`src/ssst_pkg.sv`:
```
// ----------------------------------------------------------------------------
// ssst_pkg
// shared types and constants for the sample set statistics block
// ----------------------------------------------------------------------------
package ssst_pkg;

    // default capacity of the sample store
    localparam int DEF_MAX_SAMPLES = 32;

    // sample width and root operand width
    localparam int DATA_W = 32;
    localparam int ROOT_IN_W = 64;
    localparam logic [ROOT_IN_W-1:0] ROOT_TOP_BIT = 64'h4000_0000_0000_0000;

    // operation codes
    localparam logic [1:0] FUNC_APPEND  = 2'd0;
    localparam logic [1:0] FUNC_REPLACE = 2'd1;
    localparam logic [1:0] FUNC_CLEAR   = 2'd2;

    // status codes
    localparam logic [1:0] STATUS_OK    = 2'd0;
    localparam logic [1:0] STATUS_FULL  = 2'd1;
    localparam logic [1:0] STATUS_INDEX = 2'd2;
    localparam logic [1:0] STATUS_EMPTY = 2'd3;

    // input item
    typedef struct packed {
        logic [1:0]               func;
        logic [4:0]               entry_index;
        logic signed [DATA_W-1:0] sample_value;
    } t_in_item;

    // result item
    typedef struct packed {
        logic [1:0]               status;
        logic [5:0]               sample_count;
        logic signed [DATA_W-1:0] minimum;
        logic signed [DATA_W-1:0] maximum;
        logic signed [DATA_W-1:0] mean;
        logic [DATA_W-1:0]        std_dev;
    } t_out_item;

    // status of an iterative arithmetic unit
    typedef struct packed {
        logic busy;
        logic done;
    } t_unit_stat;

endpackage

```
`src/ssst_div.sv`:
```
// ----------------------------------------------------------------------------
// ssst_div
// restoring divider, one quotient bit per cycle
// ----------------------------------------------------------------------------
module ssst_div import ssst_pkg::*; #(
    parameter int NUM_W = 76,
    parameter int DEN_W = 12
) (
    input  logic             i_clk,
    input  logic             i_rst_n,
    input  logic             i_start,
    input  logic [NUM_W-1:0] i_num,
    input  logic [DEN_W-1:0] i_den,
    output t_unit_stat       o_stat,
    output logic [NUM_W-1:0] o_quo,
    output logic [DEN_W-1:0] o_rem
);

    localparam int CNT_W = $clog2(NUM_W + 1);

    logic [NUM_W-1:0] r_quo;
    logic [DEN_W-1:0] r_rem;
    logic [DEN_W-1:0] r_den;
    logic [CNT_W-1:0] r_cnt;
    logic             r_busy;
    logic             r_done;
    logic [DEN_W:0]   trial;
    logic [DEN_W:0]   diff;
    logic             ge;

    // trial subtract of the shifted remainder
    assign trial = {r_rem, r_quo[NUM_W-1]};
    assign diff  = trial - {1'b0, r_den};
    assign ge    = trial >= {1'b0, r_den};

    // control
    always_ff @(posedge i_clk) begin
        if (!i_rst_n) begin
            r_busy <= 1'b0;
            r_done <= 1'b0;
            r_cnt  <= '0;
        end else begin
            r_done <= 1'b0;
            if (i_start) begin
                r_busy <= 1'b1;
                r_cnt  <= CNT_W'(NUM_W);
            end else if (r_busy) begin
                r_cnt <= r_cnt - 1'b1;
                if (r_cnt == CNT_W'(1)) begin
                    r_busy <= 1'b0;
                    r_done <= 1'b1;
                end
            end
        end
    end

    // datapath
    always_ff @(posedge i_clk) begin
        if (i_start) begin
            r_quo <= i_num;
            r_rem <= '0;
            r_den <= i_den;
        end else if (r_busy) begin
            r_quo <= {r_quo[NUM_W-2:0], ge};
            r_rem <= ge ? diff[DEN_W-1:0] : trial[DEN_W-1:0];
        end
    end

    assign o_stat.busy = r_busy;
    assign o_stat.done = r_done;
    assign o_quo       = r_quo;
    assign o_rem       = r_rem;

endmodule

```
`config.mk`:
```
export PLATFORM = sky130hd
export DESIGN_NAME = ssst_div
export DESIGN_NICKNAME = d
export VERILOG_FILES = /design/src/ssst_pkg.sv /design/src/ssst_div.sv
export SDC_FILE = /design/constraint.sdc
export NUM_CORES = 1
export LEC_CHECK = 0
export BUFFER_PORTS_ARGS = -buffer_cell sky130_fd_sc_hd__buf_2
export CAP_MARGIN = 20
export CORE_MARGIN = 8
export CORE_UTILIZATION = 40
export CTS_CLUSTER_DIAMETER = 200
export DETAILED_ROUTE_END_ITERATION = 10
export GPL_ROUTABILITY_DRIVEN = 0
export PLACE_DENSITY_LB_ADDON = 0.05
export SYNTH_ARGS = -nofsm -noshare
export SYNTH_HDL_FRONTEND = slang
export SYNTH_SLANG_ARGS = --single-unit
export TNS_END_PERCENT = 100
```
`constraint.sdc`:
```
create_clock -name i_clk -period 5.9 [get_ports i_clk]
set_clock_uncertainty 0.1 [all_clocks]
set_input_delay 0.295 -clock i_clk [delete_from_list [all_inputs] [get_ports i_clk]]
set_output_delay 0.295 -clock i_clk [all_outputs]
set_load 0.01 [all_outputs]
```
### After elaboration in Yosys (flattened, before gate mapping)

Cells that the tools add are included.

* add/sub/neg operators: 2
* $lt $le $gt $ge: 1
* equal/unequal tests: 1
* multiplexer cells: 9
* bitwise gates (word level): 2
* reductions and logical operators: 3

Operators by type and width (number)
* 76-bit 2-to-1 mux: 2
* 7-bit 2-to-1 mux: 2
* 13-bit by 12-bit greater-or-equal comparator with 1-bit output: 1
* 12-bit 2-to-1 mux: 1
* 12-bit subtractor: 1
* 7-bit by 1-bit equality test with 1-bit output (second input constant): 1
* 7-bit by 1-bit subtractor with 7-bit output (second input constant): 1
* 1-bit 2-to-1 mux: 4
* 3-bit OR reduction: 1
* 1-bit inverter: 2
* 2-bit nonzero test: 1
* 2-bit OR reduction: 1

* flip-flop bits (word level): 109

### Longest topological paths before layout

Gate-level depths: netlist of the first run.

* depth after elaboration: 4
* mapped depth: 10
* gate-level depth less buffers: 9

### Least setup slack after synthesis of the first run

No wires, ideal clock.

* path kind: input port to flip-flop
* from: input i_start
* to: register r_quo[0] (netlist: o_quo[0]), enable pin
* library setup time: 0.770 ns
* arrival time: 2.058 ns
* path slack: 2.972 ns
* stages: 4
* path buffers: 2
* path through: clkbuf_1 > inv_1 > clkbuf_1 > nand2_1

* cells in the longest elaborated chain, start to end: 1

RTL lines
* start: declaration: RTL line ssst_div.sv:11 `input logic i_start,`
* 2-bit nonzero test (no source line)
* end signal: assignment: RTL line ssst_div.sv:60 `r_quo <= i_num;`
* end signal: assignment: RTL line ssst_div.sv:64 `r_quo <= {r_quo[NUM_W-2:0], ge};`
* end: declaration: RTL line ssst_div.sv:21 `logic [NUM_W-1:0] r_quo;`

Every way passes these cells.
A chain may end at the register's enable or synchronous reset.

### Worst setup path after layout of the first run

* from: register r_busy
* to: register r_quo[17] (netlist: o_quo[17]), enable pin

* cells in the longest elaborated chain, start to end: 1

RTL lines
* start: declaration: RTL line ssst_div.sv:25 `logic r_busy;`
* start signal: assignment: RTL line ssst_div.sv:39 `r_busy <= 1'b0;`
* start signal: assignment: RTL line ssst_div.sv:45 `r_busy <= 1'b1;`
* start signal: assignment: RTL line ssst_div.sv:50 `r_busy <= 1'b0;`
* 2-bit nonzero test (no source line)

Every way passes these cells.

==> results_dict.tcl, run 1 <==
set metrics [dict create \
    crit-reg2reg-capture "o_quo[17]$_DFFE_PP_" \
    r2r_cells 2 \
    synth_seq_cells 109 \
    cts_buffers 9 \
    synth_top_area_share 0.5174 \
    status "finished, final reports clean" \
    drv_slew 0 \
    total_power_mw 1.862 \
    finalHoldViolCount 0 \
    yosys.area.top_type "edfxtp_1" \
    ir_worst_vdd_uv 165.9 \
    vias 3579 \
    power_density_nw_per_um2 288.6 \
    drt_pass1_iterations 4 \
    syn-mean-instance-area_sq_um 13.58 \
    worstSkewPairLatency_ns 0.35 \
    leakage_nw 2.716 \
    cts_buffer_depth 2 \
    drv_cap 0 \
    syn_inst 376 \
    cp_top_family "flip-flops" \
    drc 0 \
    drt_iter0_drc 238 \
    drtAntennaViolNets 0 \
    row_count 41 \
    crit_path_cell_trace "inv_1 > nand2_4" \
    cts_setup_buffers 0 \
    relSlewSlack 0.3158 \
    synth.area.top_cells "edfxtp_1 52%, mux2_2 17%, dfxtp_1 8.2%, ha_1 3.4%, nor2_1 1.9%" \
    dp_hpwl_microns 9076 \
    end_kind "register" \
    drt-wirelength-per-cell_microns 17.11 \
    nNetsFinal 659 \
    synthDistinctLibCells 44 \
    critPathArrivalTime_ns 2.53 \
    syn_nets 482 \
    fin_crit_sh 0.4493 \
    root_buffer "clkbuf_16" \
    grt_first_pass_wirelength_microns 19600 \
    min_path_cells 1 \
    synthTopCellsByCount "88 x edfxtp_1, 77 x mux2_2, 26 x nor2_1" \
    fin_tns_setup_ns 0 \
    finalSetupViolations 0 \
    synth_edf_count 88 \
    via_per_inst 4.896 \
    grt_max_degree 78 \
    io_buffers 180 \
    slowest_stage "dfxtp_1" \
    fp.dieW_microns 129.0 \
    grt_pass1_vias 3792 \
    fmax_ghz 0.3772 \
    synth_ff_type "edfxtp_1" \
    hold_path.class "in -> reg" \
    critPathBufInv 1 \
    tightest_slew_ns 1.026 \
    die_area_sq_um 16640 \
    initial_core_util 0.4064 \
    grt_use_total 0.1534 \
    yosysMostFrequentCell "edfxtp_1" \
    boundaryPins 181 \
    async_reset_ff_frac 0 \
    slowest_delay_ns 0.95 \
    cts_tree "done" \
    start_kind "register" \
    fill_cells 1163 \
    totalWireLength_microns 12500 \
    cp_data_required_time_ns 5.77 \
    rsz0062_at_grt "no" \
    clk_pin_slew_ns 0.07 \
    placed_cells 711 \
    drive_gt1_frac 0.5045 \
    die_h_microns 129.0 \
    worstSetupPathType "reg -> reg" \
    ctsHtreeMaxLevel 3 \
    syn-cell-area_sq_um 5107 \
    r2r_slack_ns 3.25 \
    syn_to_final_growth_pct 26.31 \
    r2r-start "r_busy$_SDFF_PN0_" \
    ys_warn_count 0 \
    worstHoldStart "i_den[7]" \
    hold_end "r_den[7]$_DFFE_PP_" \
    period_needed_ns 2.651 \
    utilization 0.5133 \
    overflow 0 \
    antenna_found_initial 3 \
    coreArea_sq_um 12570 \
    cts_resized 0 \
    numClockSinks 109 \
    stdcell_count 731 \
    cts_hold_buf 3 \
    ys_seq_area_frac 0.5997 \
    crit_path_max_fanout 76 \
]
-- stage by stage --
stage               instance area (sq um)  setup slack, ns  hold slack, ns
global route                         6449            3.009        0.004421
finish                               6451            3.249         0.02180
floorplan                            5107            2.972          0.2939
detailed placement                   6160            3.246          0.3735
CTS                                  6446            3.252       0.0005934
global placement                     6160            3.214          0.3713
-- layout make-up --
class,instances,area (sq um),share of cell area
well taps,172,215.2,0.03336
clock buffers,10,229.0,0.03549
diodes,2,5.005,0.0007758
repair buffers,184,940.9,0.1458
flip-flops and latches,109,3063,0.4748
inverters,18,67.56,0.01047
clock inverters,5,27.53,0.004267
multi-input cells,231,1903,0.2950
-- worst register-to-register path, stage by stage, from the launching register on --
cell	delay (ns)
dfxtp_1	0.95
inv_1	0.34
nand2_4	0.79
-- state kept, by name, summed over array words and instances, names as in the netlist --
| name | cells |
|---|---|
| o_rem | 12 |
| r_den | 12 |
| r_busy | 1 |
| r_cnt | 7 |
| r_done | 1 |
| o_quo | 76 |
-- where the power goes --
part	leakage (nW)	internal (mW)	switching (mW)	total [mW]
Clock	0.130	0.282	0.268	0.550
Sequential	1.06	0.923	0.0442	0.967
Combinational	1.53	0.164	0.180	0.344
-- logic make-up after synthesis --
| family | share of synthesized area |
|---|---|
| DFF | 0.5997 |
| muxes | 0.1727 |
| and+or+nand+nor | 0.06247 |
| AOI/OAI and AO/OA | 0.07717 |
| buffers and inverters | 0.02915 |
| adders and majority gates | 0.03822 |
| xor gates and xnor gates | 0.02058 |
-- per-layer routing --
layer,up-vias,share of wire,GRT usage
met1,1688,0.41,0.1763
met5,-,0.0018,0
li1,1762,-,-
met4,4,0.014,0.05598
met3,17,0.11,0.08316
met2,108,0.47,0.2371
-- how the worst max path moves through the flow --
stage                                 start             endpoint  slack, ns  cells after the start
final                     r_busy$_SDFF_PN0_  o_quo[17]$_DFFE_PP_       3.25                      2
after CTS                 r_busy$_SDFF_PN0_  o_quo[20]$_DFFE_PP_       3.25                      2
after floorplan                     i_start   o_quo[0]$_DFFE_PP_       2.97                      4
after global placement    r_busy$_SDFF_PN0_  o_quo[20]$_DFFE_PP_       3.21                      2
after global routing      r_busy$_SDFF_PN0_  o_quo[17]$_DFFE_PP_       3.01                      2
after detailed placement  r_busy$_SDFF_PN0_  o_quo[20]$_DFFE_PP_       3.25                      2
-- cells in the final DEF (no fill, tap or decap), types with 2 or more instances in the layout --
cell type      netlist  routed
a311oi_1             7       7
xor2_1               5       5
nor2b_1              3       3
buf_4                2       2
or3_1                3       3
a21oi_1              9       9
buf_2                5     179
dlygate4sd3_1        0       3
xnor2_1              7       7
a21o_2               2       2
mux2_2              77      77
nor3_1               4       4
nor2_1              26      26
a21o_1               2       2
and3_1               2       2
dfxtp_1             21      21
a211oi_2             2       2
edfxtp_1            88      88
nand3_1              6       6
a41oi_1              2       2
inv_1               18      18
diode_2              0       2
a21boi_0             4       4
ha_1                14      14
a31oi_1              3       3
o21ai_0             10      10
clkbuf_16            0       9
o21a_1               3       3
clkinv_2             0       3
nand2_1             23      22
No activity file was read; power rests on OpenSTA's default activity.
==> run 2, diff against run 1 <==
- clock period: 5.9 -> 2.33 ns (I/O delays scaled with it)
==> run 2 against run 1 <==
  * First-iteration DRC count decreased by 2.9%
  * Routed wire length is 10% higher
  * Clock-buffer cell count shrank 1
  * Combinational power rose to 3.2 times the previous value
  * Final area up 18%
  * Die area unchanged
  * Cell count rose by 14%
  * Utilization is 9.3 points higher
  * Setup slack got worse by 3.1 ns
  * Highest routed layer is now met4
==> results_dict.tcl, run 2 (synthesis results as in run 1) <==
set metrics [dict create \
    slowest_delay_ns 0.40 \
    tightest_slew_ns 0.4590 \
    critPathArrivalTime_ns 2.34 \
    start_kind "register" \
    drt_iter0_drc 231 \
    nNetsFinal 762 \
    power_density_nw_per_um2 665.2 \
    grt_first_pass_wirelength_microns 21360 \
    antenna_found_initial 0 \
    final_common_cell "buf_2" \
    ir_worst_vdd_uv 366.3 \
    numClockSinks 109 \
    drc 0 \
    finalSetupViolations 0 \
    fin_hold_ws_ns 0.3827 \
    row_count 41 \
    fmax_ghz 0.4523 \
    drv_cap 0 \
    fin_crit_sh 0.9489 \
    drt-wirelength-per-cell_microns 16.54 \
    via_per_inst 4.797 \
    leakage_nw 3.186 \
    worstSkewPairLatency_ns 0.34 \
    totalWireLength_microns 13760 \
    root_buffer "clkbuf_16" \
    clk_pin_slew_ns 0.07 \
    syn_to_final_growth_pct 49.22 \
    post-place-ws_ns -0.03377 \
    num_antenna_cells 0 \
    finalHoldViolCount 0 \
    relSlewSlack 0.6940 \
    drv_slew 0 \
    final_cell_mix "179 x buf_2, 90 x dlygate4sd3_1, 88 x edfxtp_1, 77 x mux2_2, 26 x nor2_1" \
    cp_data_required_time_ns 2.45 \
    grt_max_degree 87 \
    fill_cells 1048 \
    cts_buffer_depth 2 \
    hold_path.class "in -> reg" \
    drtAntennaViolNets 0 \
    drive_gt1_frac 0.4697 \
    die_h_microns 129.0 \
    utilization 0.6064 \
    boundaryPins 181 \
    vias 3991 \
    crit_top_cell "o21ai_0" \
    dp_hpwl_microns 9427 \
    initial_core_util 0.4064 \
    fin_ws_ns 0.1189 \
    overflow 0 \
    slowest_stage "ha_1" \
    cts_buffers 9 \
    grt_use_total 0.1639 \
    final_cell_area_sq_um 7621 \
    fp.dieW_microns 129.0 \
    period_needed_ns 2.211 \
    end_kind "register" \
    largest_reg_flops 76 \
    drt_pass1_iterations 4 \
    ctsHtreeMaxLevel 3 \
    place_area_sq_um 6290 \
    status "finished, final reports clean" \
    worstSetupPathType "reg -> reg" \
    io_buffers 180 \
    grt_pass1_vias 4270 \
    coreArea_sq_um 12570 \
    crit_path_cell_trace "ha_1 > o21ai_0 > a21oi_1 > o31ai_4 > a21o_2 > buf_4 > a41oi_1 > o21ai_0" \
    die_area_sq_um 16640 \
    cts_tree "done" \
    crit_path_max_fanout 5 \
]
run 2: cell count changes in the layout (fill, tap and decap cells not counted), sizes merged:
| cell | delta |
|---|---|
| buf | +16 |
| bufinv | +1 |
| clkbuf | -1 |
| diode | -2 |
| dlygate4sd3 | +87 |
run 2: layout make-up:
cell class	instances	area [sq um]	area share
timing repair buffer	287	1957	0.2568
multi-input combinational	231	2031	0.2665
clock buffer	9	225.2	0.02955
tap	172	215.2	0.02824
inverter	18	67.56	0.008866
clock inverter	6	62.56	0.008209
sequential	109	3063	0.4019
run 2: power breakdown:
part / internal (mW) / switching, mW / leakage, nW
Clock: 0.828 / 0.685 / 0.145
Sequential: 2.34 / 0.108 / 1.06
Combinational: 0.583 / 0.531 / 1.98
run 2: metrics by stage:
step | TNS [ns] | total power [mW] | std cells
after detailed placement | -0.05362 | 3.422 | 725
after global placement | -0.0009190 | 3.407 | 725
after global routing | -0.007434 | 5.314 | 832
final | 0 | 5.070 | 832
after floorplan | 0 | 3.015 | 376
after CTS | 0 | 5.088 | 830
run 2: worst max-delay path: cells and delay by family, from the launching register on:
| family | cells | cell delay (ns) |
|---|---|---|
| buffers and inverters | 1 | 0.15 |
| AOI/OAI and AO/OA | 6 | 1.08 |
| adders and majority gates | 1 | 0.40 |
| DFF | 1 | 0.36 |
run 2: metal layers:
layer	up-vias	global-route usage	share of wire	wire length [microns]
li1	1967	-	-	-
met1	1895	0.1956	0.41	5696
met2	117	0.2691	0.50	6915
met3	12	0.05006	0.068	933
met4	0	0.06911	0.015	212
met5	-	0	0	0
run 2: path summary, 6_finish.rpt:
check             depth (start not counted)                   from  slack (ns)                      to
setup / recovery                          8  o_rem[1]$_SDFFE_PP0P_        0.12  o_rem[10]$_SDFFE_PP0P_
hold / removal                            2               i_den[6]        0.38      r_den[6]$_DFFE_PP_
setup reg to reg                          8  o_rem[1]$_SDFFE_PP0P_        0.12  o_rem[10]$_SDFFE_PP0P_
hold reg to reg                           2  r_cnt[1]$_SDFFE_PP0P_        0.40   r_cnt[1]$_SDFFE_PP0P_
run 2: repair_timing:
item                                    4_1_cts  5_1_grt
hold buffers                                 90        0
endpoints found under the hold margin        98        0
pin swaps                                     0        3
endpoints found under the setup margin        3        9
gates resized for setup                       1       19
setup buffers                                 0        2
